--- config.mk ---
export PLATFORM = sky130hd
export DESIGN_NAME = beacon_lap_detector
export DESIGN_NICKNAME = d
export VERILOG_FILES = /design/src/blp_pkg.sv /design/src/blp_ram.sv /design/src/blp_ctrl.sv /design/src/blp_datapath.sv /design/src/beacon_lap_detector.sv
export VERILOG_INCLUDE_DIRS = /design/src /design/src/src
export SDC_FILE = /design/constraint.sdc
export NUM_CORES = 2
export LEC_CHECK = 0
export BUFFER_PORTS_ARGS = -buffer_cell sky130_fd_sc_hd__buf_4
export CORE_MARGIN = 8
export CORE_UTILIZATION = 50
export CTS_CLUSTER_SIZE = 25
export DETAILED_ROUTE_END_ITERATION = 12
export HOLD_SLACK_MARGIN = 0.05
export PLACE_DENSITY = 0.66
export SLEW_MARGIN = 15
export SYNTH_ARGS = -nofsm -noshare
export SYNTH_HDL_FRONTEND = slang
export SYNTH_SLANG_ARGS = --single-unit
--- constraint.sdc ---
create_clock -name clk -period 31.5 [get_ports clk]
set_clock_uncertainty 0.1 [all_clocks]
set_input_delay 0 -clock clk [delete_from_list [all_inputs] [get_ports clk]]
set_output_delay 0 -clock clk [all_outputs]
set_load 0.01 [all_outputs]
--- src/assert_macros.svh ---
// assertion helpers, compiled out for synthesis
`ifndef ASSERT_MACROS_SVH
`define ASSERT_MACROS_SVH

`ifndef SYNTHESIS

// same-cycle implication, sampled on clk, off during reset
`define ASSERT_IMP(lbl, pre, post) \
    lbl: assert property (@(posedge clk) disable iff (!rst_n) (pre) |-> (post)) \
        else $error("assertion failed: implication");

// next-cycle implication, sampled on clk, off during reset
`define ASSERT_NEXT(lbl, pre, post) \
    lbl: assert property (@(posedge clk) disable iff (!rst_n) (pre) |=> (post)) \
        else $error("assertion failed: next-cycle implication");

`else

`define ASSERT_IMP(lbl, pre, post)
`define ASSERT_NEXT(lbl, pre, post)

`endif

`endif

--- src/blp_pkg.sv ---
`default_nettype none

package blp_pkg;

    // input word codes
    localparam int MODE_W = 3;
    localparam logic [MODE_W-1:0] MODE_SIGHT  = 3'd0;
    localparam logic [MODE_W-1:0] MODE_ASSIGN = 3'd1;
    localparam logic [MODE_W-1:0] MODE_REMOVE = 3'd2;
    localparam logic [MODE_W-1:0] MODE_START  = 3'd3;
    localparam logic [MODE_W-1:0] MODE_STOP   = 3'd4;

    // configuration register indexes
    localparam int CFG_IDX_W  = 1;
    localparam int CFG_DATA_W = 32;
    localparam logic [CFG_IDX_W-1:0] CFG_NEAR_RSSI = 1'd0;
    localparam logic [CFG_IDX_W-1:0] CFG_MIN_LAP   = 1'd1;

    localparam logic signed [7:0] NEAR_RSSI_RESET = -8'sd70;
    localparam logic [31:0]       MIN_LAP_RESET   = 32'd5000;

    // field widths
    localparam int SLOT_W = 4;
    localparam int ID_W   = 48;
    localparam int RSSI_W = 8;
    localparam int TIME_W = 32;
    localparam int CNT_W  = 32;

    // input tdata layout
    localparam int IN_SLOT_LSB = 0;
    localparam int IN_ID_LSB   = IN_SLOT_LSB + SLOT_W;
    localparam int IN_RSSI_LSB = IN_ID_LSB + ID_W;
    localparam int IN_TIME_LSB = IN_RSSI_LSB + RSSI_W;
    localparam int IN_DATA_W   = 96;
    localparam int IN_USER_W   = MODE_W;

    localparam int OUT_DATA_W = 112;
    localparam int OUT_USER_W = 2;

    localparam logic [CNT_W-1:0] CNT_MAX = '1;

    typedef struct packed {
        logic                     matched;
        logic                     lap_detected;
        logic [SLOT_W-1:0]        slot_out;
        logic [CNT_W-1:0]         laps;
        logic [TIME_W-1:0]        lap_time_ms;
        logic                     lap_time_valid;
        logic [TIME_W-1:0]        best_lap_ms;
        logic signed [RSSI_W-1:0] rssi_out;
    } blp_result_t;

    typedef enum logic [2:0] {
        ST_IDLE,
        ST_SCAN,
        ST_CALC_A,
        ST_CALC_B,
        ST_EXEC,
        ST_EMIT
    } blp_state_t;

    typedef struct packed {
        logic take_in;     // latch the input word
        logic scan_start;  // rewind the slot scan
        logic scan_step;   // issue the next beacon read
        logic lap_read;    // capture the match and read its lap entry
        logic calc_a;      // time difference and operand capture
        logic calc_b;      // lap decision and write back
        logic exec;        // run a table or race command
        logic res_clear;   // all-zero result
        logic emit;        // move the result into the output register
    } blp_cmd_t;

    typedef struct packed {
        logic sight_go;    // live input is a sighting and a race runs
        logic hit;         // compared slot matches
        logic scan_last;   // compared slot is the last one
        logic out_free;    // output register can take a word
    } blp_status_t;

endpackage

`default_nettype wire

--- src/blp_ram.sv ---
`default_nettype none

module blp_ram #(
    parameter int WIDTH = 8,
    parameter int DEPTH = 16,
    localparam int AW = (DEPTH > 1) ? $clog2(DEPTH) : 1
) (
    input  wire logic             clk,
    input  wire logic             we,
    input  wire logic [AW-1:0]    waddr,
    input  wire logic [WIDTH-1:0] wdata,
    input  wire logic [AW-1:0]    raddr,
    output logic      [WIDTH-1:0] rdata
);

    logic [WIDTH-1:0] mem [DEPTH];

    always_ff @(posedge clk)
    begin
        if (we)
        begin
            mem[waddr] <= wdata;
        end
        rdata <= mem[raddr];
    end

endmodule

`default_nettype wire

--- src/blp_ctrl.sv ---
`default_nettype none

module blp_ctrl
    import blp_pkg::*;
(
    input  wire logic        clk,
    input  wire logic        rst_n,
    input  wire logic        s_axis_tvalid,
    output logic             s_axis_tready,
    output blp_cmd_t         cmd,
    input  wire blp_status_t status
);

    blp_state_t state_reg;
    blp_state_t state_next;

    always_ff @(posedge clk or negedge rst_n)
    begin
        if (!rst_n)
        begin
            state_reg <= ST_IDLE;
        end
        else
        begin
            state_reg <= state_next;
        end
    end

    always_comb
    begin
        state_next    = state_reg;
        cmd           = '0;
        s_axis_tready = 1'b0;
        unique case (state_reg)
            ST_IDLE:
            begin
                s_axis_tready = 1'b1;
                if (s_axis_tvalid)
                begin
                    cmd.take_in = 1'b1;
                    if (status.sight_go)
                    begin
                        cmd.scan_start = 1'b1;
                        state_next     = ST_SCAN;
                    end
                    else
                    begin
                        state_next = ST_EXEC;
                    end
                end
            end
            ST_SCAN:
            begin
                priority if (status.hit)
                begin
                    cmd.lap_read = 1'b1;
                    state_next   = ST_CALC_A;
                end
                else if (status.scan_last)
                begin
                    cmd.res_clear = 1'b1;
                    state_next    = ST_EMIT;
                end
                else
                begin
                    cmd.scan_step = 1'b1;
                end
            end
            ST_CALC_A:
            begin
                cmd.calc_a = 1'b1;
                state_next = ST_CALC_B;
            end
            ST_CALC_B:
            begin
                cmd.calc_b = 1'b1;
                state_next = ST_EMIT;
            end
            ST_EXEC:
            begin
                cmd.exec      = 1'b1;
                cmd.res_clear = 1'b1;
                state_next    = ST_EMIT;
            end
            ST_EMIT:
            begin
                if (status.out_free)
                begin
                    cmd.emit   = 1'b1;
                    state_next = ST_IDLE;
                end
            end
            default:
            begin
                state_next = ST_IDLE;
            end
        endcase
    end

endmodule

`default_nettype wire

--- src/blp_datapath.sv ---
`default_nettype none

module blp_datapath
    import blp_pkg::*;
#(
    parameter int TEAM_SLOTS = 16
) (
    input  wire logic                  clk,
    input  wire logic                  rst_n,
    input  wire logic [IN_DATA_W-1:0]  s_axis_tdata,
    input  wire logic [IN_USER_W-1:0]  s_axis_tuser,
    output logic                       m_axis_tvalid,
    input  wire logic                  m_axis_tready,
    output logic      [OUT_DATA_W-1:0] m_axis_tdata,
    output logic      [OUT_USER_W-1:0] m_axis_tuser,
    input  wire logic                  cfg_we,
    input  wire logic [CFG_IDX_W-1:0]  cfg_index,
    input  wire logic [CFG_DATA_W-1:0] cfg_wdata,
    input  wire blp_cmd_t              cmd,
    output blp_status_t                status
);

    localparam int IDX_W = (TEAM_SLOTS > 1) ? $clog2(TEAM_SLOTS) : 1;
    localparam int EXT_W = IDX_W + SLOT_W;
    localparam logic [IDX_W-1:0] LAST_IDX = IDX_W'(TEAM_SLOTS - 1);
    localparam int LAP_W = TIME_W + CNT_W + TIME_W;

    // latched input word
    logic [MODE_W-1:0]        mode_reg;
    logic [SLOT_W-1:0]        slot_reg;
    logic [ID_W-1:0]          id_reg;
    logic signed [RSSI_W-1:0] rssi_reg;
    logic [TIME_W-1:0]        now_reg;

    logic signed [RSSI_W-1:0] thr_reg;
    logic [TIME_W-1:0]        min_lap_reg;

    logic                     race_reg;
    logic [TEAM_SLOTS-1:0]    valid_reg;
    logic [TEAM_SLOTS-1:0]    near_reg;
    logic [TEAM_SLOTS-1:0]    seen_reg;

    logic [IDX_W-1:0]         scan_addr_reg;
    logic [IDX_W-1:0]         cmp_idx_reg;
    logic                     cmp_vld_reg;
    logic [IDX_W-1:0]         match_idx_reg;

    logic [TIME_W-1:0]        diff_reg;
    logic [CNT_W-1:0]         total_reg;
    logic [TIME_W-1:0]        best_reg;
    logic                     seen_m_reg;
    logic                     was_reg;
    logic                     is_reg;

    blp_result_t              res_reg;
    blp_result_t              out_reg;
    logic                     out_valid_reg;

    logic [ID_W-1:0]          beacon_rd;
    logic [LAP_W-1:0]         lap_rd;
    logic [TIME_W-1:0]        rd_stamp;
    logic [CNT_W-1:0]         rd_total;
    logic [TIME_W-1:0]        rd_best;

    logic [EXT_W-1:0]         slot_ext;
    logic [EXT_W-1:0]         match_ext;
    logic [IDX_W-1:0]         slot_addr;
    logic                     slot_ok;
    logic                     beacon_we;

    logic                     gap_ok;
    logic                     lap;
    logic                     tvalid;
    logic [CNT_W-1:0]         total_new;
    logic [TIME_W-1:0]        best_new;

    assign slot_ext  = EXT_W'(slot_reg);
    assign slot_addr = slot_ext[IDX_W-1:0];
    assign slot_ok   = slot_ext < EXT_W'(TEAM_SLOTS);
    assign match_ext = EXT_W'(match_idx_reg);

    assign beacon_we = cmd.exec && (mode_reg == MODE_ASSIGN) && slot_ok;

    assign {rd_best, rd_total, rd_stamp} = lap_rd;

    // status toward the controller
    assign status.sight_go  = (s_axis_tuser == MODE_SIGHT) && race_reg;
    assign status.hit       = cmp_vld_reg && valid_reg[cmp_idx_reg] && (beacon_rd == id_reg);
    assign status.scan_last = cmp_vld_reg && (cmp_idx_reg == LAST_IDX);
    assign status.out_free  = !out_valid_reg || m_axis_tready;

    // lap decision, one compare each for the gap and the best lap
    always_comb
    begin
        gap_ok    = diff_reg >= min_lap_reg;
        lap       = !was_reg && is_reg && (!seen_m_reg || gap_ok);
        total_new = total_reg;
        if (lap && (total_reg != CNT_MAX))
        begin
            total_new = total_reg + CNT_W'(1);
        end
        // a seen slot already holds a lap, so the new count is above one
        tvalid   = lap && seen_m_reg;
        best_new = best_reg;
        if (tvalid && ((best_reg == '0) || (diff_reg < best_reg)))
        begin
            best_new = diff_reg;
        end
    end

    blp_ram #(
        .WIDTH (ID_W),
        .DEPTH (TEAM_SLOTS)
    ) u_beacon_ram (
        .clk   (clk),
        .we    (beacon_we),
        .waddr (slot_addr),
        .wdata (id_reg),
        .raddr (scan_addr_reg),
        .rdata (beacon_rd)
    );

    blp_ram #(
        .WIDTH (LAP_W),
        .DEPTH (TEAM_SLOTS)
    ) u_lap_ram (
        .clk   (clk),
        .we    (cmd.calc_b && lap),
        .waddr (match_idx_reg),
        .wdata ({best_new, total_new, now_reg}),
        .raddr (cmp_idx_reg),
        .rdata (lap_rd)
    );

    always_ff @(posedge clk)
    begin
        if (cmd.take_in)
        begin
            mode_reg <= s_axis_tuser;
            slot_reg <= s_axis_tdata[IN_SLOT_LSB +: SLOT_W];
            id_reg   <= s_axis_tdata[IN_ID_LSB +: ID_W];
            rssi_reg <= s_axis_tdata[IN_RSSI_LSB +: RSSI_W];
            now_reg  <= s_axis_tdata[IN_TIME_LSB +: TIME_W];
        end
        if (cmd.calc_a)
        begin
            diff_reg   <= now_reg - rd_stamp;
            seen_m_reg <= seen_reg[match_idx_reg];
            was_reg    <= near_reg[match_idx_reg];
            is_reg     <= rssi_reg >= thr_reg;
            total_reg  <= seen_reg[match_idx_reg] ? rd_total : '0;
            best_reg   <= seen_reg[match_idx_reg] ? rd_best : '0;
        end
        if (cmd.res_clear)
        begin
            res_reg <= '0;
        end
        else if (cmd.calc_b)
        begin
            res_reg.matched        <= 1'b1;
            res_reg.lap_detected   <= lap;
            res_reg.slot_out       <= match_ext[SLOT_W-1:0];
            res_reg.laps           <= total_new;
            res_reg.lap_time_ms    <= tvalid ? diff_reg : '0;
            res_reg.lap_time_valid <= tvalid;
            res_reg.best_lap_ms    <= best_new;
            res_reg.rssi_out       <= rssi_reg;
        end
        if (cmd.emit)
        begin
            out_reg <= res_reg;
        end
    end

    always_ff @(posedge clk or negedge rst_n)
    begin
        if (!rst_n)
        begin
            thr_reg     <= NEAR_RSSI_RESET;
            min_lap_reg <= MIN_LAP_RESET;
        end
        else if (cfg_we)
        begin
            unique case (cfg_index)
                CFG_NEAR_RSSI: thr_reg     <= cfg_wdata[RSSI_W-1:0];
                CFG_MIN_LAP:   min_lap_reg <= cfg_wdata[TIME_W-1:0];
            endcase
        end
    end

    // slot flags and race state
    always_ff @(posedge clk or negedge rst_n)
    begin
        if (!rst_n)
        begin
            race_reg  <= 1'b0;
            valid_reg <= '0;
            near_reg  <= '0;
            seen_reg  <= '0;
        end
        else
        begin
            if (cmd.exec)
            begin
                unique case (mode_reg)
                    MODE_ASSIGN:
                    begin
                        if (slot_ok)
                        begin
                            if (!valid_reg[slot_addr])
                            begin
                                near_reg[slot_addr] <= 1'b0;
                                seen_reg[slot_addr] <= 1'b0;
                            end
                            valid_reg[slot_addr] <= 1'b1;
                        end
                    end
                    MODE_REMOVE:
                    begin
                        if (slot_ok)
                        begin
                            valid_reg[slot_addr] <= 1'b0;
                        end
                    end
                    MODE_START:
                    begin
                        race_reg <= 1'b1;
                        near_reg <= '0;
                        seen_reg <= '0;
                    end
                    MODE_STOP:
                    begin
                        race_reg <= 1'b0;
                    end
                    default:
                    begin
                    end
                endcase
            end
            if (cmd.calc_b)
            begin
                near_reg[match_idx_reg] <= is_reg;
                if (lap)
                begin
                    seen_reg[match_idx_reg] <= 1'b1;
                end
            end
        end
    end

    // slot scan: read address runs one slot ahead of the compare
    always_ff @(posedge clk or negedge rst_n)
    begin
        if (!rst_n)
        begin
            scan_addr_reg <= '0;
            cmp_idx_reg   <= '0;
            cmp_vld_reg   <= 1'b0;
            match_idx_reg <= '0;
        end
        else
        begin
            if (cmd.scan_start)
            begin
                scan_addr_reg <= '0;
                cmp_vld_reg   <= 1'b0;
            end
            else if (cmd.scan_step)
            begin
                cmp_idx_reg <= scan_addr_reg;
                cmp_vld_reg <= 1'b1;
                if (scan_addr_reg != LAST_IDX)
                begin
                    scan_addr_reg <= scan_addr_reg + IDX_W'(1);
                end
            end
            if (cmd.lap_read)
            begin
                match_idx_reg <= cmp_idx_reg;
                cmp_vld_reg   <= 1'b0;
            end
        end
    end

    always_ff @(posedge clk or negedge rst_n)
    begin
        if (!rst_n)
        begin
            out_valid_reg <= 1'b0;
        end
        else if (cmd.emit)
        begin
            out_valid_reg <= 1'b1;
        end
        else if (m_axis_tready)
        begin
            out_valid_reg <= 1'b0;
        end
    end

    assign m_axis_tvalid = out_valid_reg;
    assign m_axis_tdata  = {3'b000,
                            out_reg.rssi_out,
                            out_reg.best_lap_ms,
                            out_reg.lap_time_ms,
                            out_reg.laps,
                            out_reg.slot_out,
                            out_reg.lap_detected};
    assign m_axis_tuser  = {out_reg.lap_time_valid, out_reg.matched};

endmodule

`default_nettype wire

--- src/beacon_lap_detector.sv ---
// Beacon lap counter for a table of TEAM_SLOTS team slots. Every input word
// gives exactly one result word; table and race commands (assign, remove,
// start, stop), spare codes, sightings while no race runs and sightings that
// find no match give an all-zero result. A sighting while a race runs scans
// the beacon memory one slot per cycle over its single read port; on a match
// it reads the slot's lap entry, captures the operands and writes the lap
// update back. One word is worked on at a time; a finished result sits in
// the output register, so the next word is accepted while it waits. There
// is no clearing pass after reset.
`default_nettype none

`include "assert_macros.svh"

module beacon_lap_detector
    import blp_pkg::*;
#(
    parameter int TEAM_SLOTS = 16
) (
    input  wire logic                  clk,
    input  wire logic                  rst_n,

    // input words
    input  wire logic                  s_axis_tvalid,
    output logic                       s_axis_tready,
    // team_slot[3:0], beacon_id[51:4], rssi[59:52], time_ms[91:60], zero fill
    input  wire logic [IN_DATA_W-1:0]  s_axis_tdata,
    // mode[2:0]
    input  wire logic [IN_USER_W-1:0]  s_axis_tuser,

    // result words
    output logic                       m_axis_tvalid,
    input  wire logic                  m_axis_tready,
    // lap_detected[0], slot_out[4:1], laps[36:5], lap_time_ms[68:37],
    // best_lap_ms[100:69], rssi_out[108:101], zero fill
    output logic      [OUT_DATA_W-1:0] m_axis_tdata,
    // matched[0], lap_time_valid[1]
    output logic      [OUT_USER_W-1:0] m_axis_tuser,

    // configuration writes: 0 near rssi threshold, 1 min lap time in ms
    input  wire logic                  cfg_we,
    input  wire logic [CFG_IDX_W-1:0]  cfg_index,
    input  wire logic [CFG_DATA_W-1:0] cfg_wdata
);

    blp_cmd_t    cmd;
    blp_status_t status;

    // sequencer: scan, lap update and command execution
    blp_ctrl u_ctrl (
        .clk           (clk),
        .rst_n         (rst_n),
        .s_axis_tvalid (s_axis_tvalid),
        .s_axis_tready (s_axis_tready),
        .cmd           (cmd),
        .status        (status)
    );

    // slot memories, flags, lap arithmetic and the output register
    blp_datapath #(
        .TEAM_SLOTS (TEAM_SLOTS)
    ) u_datapath (
        .clk           (clk),
        .rst_n         (rst_n),
        .s_axis_tdata  (s_axis_tdata),
        .s_axis_tuser  (s_axis_tuser),
        .m_axis_tvalid (m_axis_tvalid),
        .m_axis_tready (m_axis_tready),
        .m_axis_tdata  (m_axis_tdata),
        .m_axis_tuser  (m_axis_tuser),
        .cfg_we        (cfg_we),
        .cfg_index     (cfg_index),
        .cfg_wdata     (cfg_wdata),
        .cmd           (cmd),
        .status        (status)
    );

    // one word in flight: no accept right after an accept
    `ASSERT_NEXT(a_one_in_flight, s_axis_tvalid && s_axis_tready, !s_axis_tready)
    // a result never overwrites one that is still waiting
    `ASSERT_IMP(a_no_overwrite, cmd.emit, !m_axis_tvalid || m_axis_tready)
    // the lap update always follows its operand capture
    `ASSERT_IMP(a_calc_order, cmd.calc_b, $past(cmd.calc_a))

endmodule

`default_nettype wire

==> impl_metrics.toml <==
[worst_setup_path]
path_cells = "buf_4 > mux4_2 > mux2_2 > a21oi_1 > nor4_2 > o31ai_4 > buf_4 > buf_4 > nor2_1 > o21a_1"
worstPathRequired_ns = 32.19
cp-end-kind = "flip-flop"
rr_worst_depth = 10
worstPathArrival_ns = 6.35
cp-start-kind = "flip-flop"
critPathKind = "reg -> reg"
crit_slowest_cell = "dfrtp_4"
path_max_fanout = 66
path_common_cell = "buf_4"
slowest_delay_ns = 0.99

[place]
place_area_um2 = 119000
place.gp.congestion = 0.812
dpl.cell_count = 8778
dp_hpwl_um = 142000
io_buffers = 245

[layout]
largest_register_ffs = 1536
design_area_um2 = 132000
layout_common_cells = "edfxtp_1 (2609), mux4_2 (595), buf_4 (336)"
num-fill-cells = 16300
seqCellArea_um2 = 86100
area_growth_pct = 16.2
fin_cells = 9612
multi_input_area_um2 = 25900
drive_gt1_frac = 0.232
num-nets-final = 6620
layout_commonest_cell = "edfxtp_1"

[yosys]
ys_async_sr_fraction = 0.0357
synthCells = 5716
avgSynthCellArea_um2 = 19.8
synth-main-ff-cell = "edfxtp_1"
syn_area_um2 = 113000
synth-edff-count = 2609
synth.distinct_cells = 68
synth_seq_cells = 2970
yosysWarnings = 0
synth_seq_area_share = 0.760

[clock_tree]
cts_setup_buffers = 0
cts-root-buf = "clkbuf_16"
clock_latency_ns = 0.96
cts.sink_count = 2970
cts_buffer_depth = 4
cts_hold_buf = 279
cts_tree = "yes"
numCtsBuffers = 311
cts_resized = 0
clkTransAtPathRegs_ns = 0.06
ctsHtreeMaxLevel = 5

[drt]
via_per_inst = 5.98
ant_nets = 0
vias = 57500
wl_um = 278000
wl_per_cell_um = 28.9
drc_errors = 0
dr.pass1.iters = 6
drt_iter0_markers = 6109

[floorplanning]
row_count = 174
dieArea_um2 = 242000
initial_core_util = 0.503
die-height_um = 492
die_w_um = 492
io_pins = 253
core_um2 = 225000

[timing]
tns_ns = 0
rsz0062_at_grt = "no"
tightestPinTransition_ns = 1.19
period_share = 0.180
finalSetupViolCount = 0
finalHoldViolations = 0
slew_headroom = 0.208
fin_crit_ns = 5.67
fmax_ghz = 0.177
drv_slew = 0

[min_path]
hold_depth = 4
worstHoldPathType = "in -> reg"

[grt]
grtUsageTotal = 0.225
grt_pass1_vias = 59100
antenna_found_initial = 10
grt_pass1_wl_um = 402000
grt_max_degree = 146
grt-ovfl-total = 0

[outcome]
status = "completed"

[flow_run]
maxCapViolCount = 0

[power]
pwr-share-seq = 0.456
p_sw_frac = 0.271
intPower_mw = 7.50
power.density_nw_per_um2 = 78.1
ir_drop_mv = 0.0989
p_leak_nw = 42.3
p_clk_frac = 0.340
p_sw_mw = 2.78
totalPowerFinal_mw = 10.3
pwr-share-comb = 0.204
-- cells in the mapped netlist, types with 75 or more instances --
master    instances  share of area
a21oi_1          75         0.0033
a221oi_1         97         0.0075
a22oi_1          75         0.0050
clkbuf_1        204         0.0068
dfrtp_1          96          0.021
dfxtp_1         255          0.045
edfxtp_1       2609           0.69
ha_1            104          0.011
inv_1           146         0.0048
mux2i_1         194          0.017
mux4_2          595           0.12
nand2_1         194         0.0064
nor2_1          223         0.0074
o21ai_0         154         0.0068
-- worst max-delay path, delay by kind of cell, from the launching register on --
kind                   cells  cell delay, ns
buffers and inverters      3            2.27
DFF                        1            0.99
muxes                      2            0.91
AOI/OAI and AO/OA          3            0.73
and+or+nand+nor            2            0.34
-- logic make-up after synthesis --
group           after synthesis  share of synthesized area
compound gates              571                     0.0342
xor+xnor                     98                    0.00758
fa+ha+maj                   105                     0.0117
buf+inv                     425                     0.0145
flops                      2970                      0.760
mux                         864                      0.144
other cells                   1                  0.0000331
simple gates                682                     0.0281
-- layer usage --
layer  global-route usage  wire [µm]  up-vias
met3               0.0313      16700      543
met5                    0         13        -
met1                0.299     111000    30400
met2                0.384     139000     2166
met4               0.0827      10900        2
li1                     -          -    24400
-- power groups by stage --
stage / combinational (mW) / clock [mW] / sequential (mW)
after global placement: 2.07 / 0 / 4.76
after CTS: 2.13 / 3.55 / 4.68
after detailed placement: 2.09 / 0 / 4.76
final: 2.10 / 3.50 / 4.68
after global routing: 2.25 / 3.70 / 4.70
after floorplan: 1.54 / 0 / 4.67
-- final cells by class --
type                       count  area share
clock inverter               116     0.00711
multi-input combinational   2323       0.197
clock buffer                 435      0.0665
antenna                        4   0.0000761
inverter                     146     0.00417
timing repair buffer         626      0.0421
tap                         2992      0.0284
sequential                  2970       0.655
-- worst paths after layout --
path,startpoint,end,slack [ns]
min,m_axis_tready,u_datapath.m_axis_tvalid,0.09
min in group asynchronous,rst_n,u_datapath.thr_reg[0],0.11
max,u_datapath.cmp_idx_reg[0],u_datapath.res_reg[94],25.83
max in group asynchronous,rst_n,u_datapath.scan_addr_reg[0],30.14
min reg2reg,u_datapath.res_reg[82],u_datapath.m_axis_tdata[14],0.31
max reg2reg,u_datapath.cmp_idx_reg[0],u_datapath.res_reg[94],25.83
-- metrics by stage --
step / util / hold slack [ns] / worst slack [ns]
floorplan: - / -0.396 / 18.65
global placement: 0.529 / -0.117 / 25.92
detailed placement: 0.529 / -0.124 / 25.89
CTS: 0.584 / 0.0625 / 25.85
global route: 0.585 / 0.0733 / 25.53
finish: 0.585 / 0.0909 / 25.83
No activity file was read; power rests on OpenSTA's default activity.
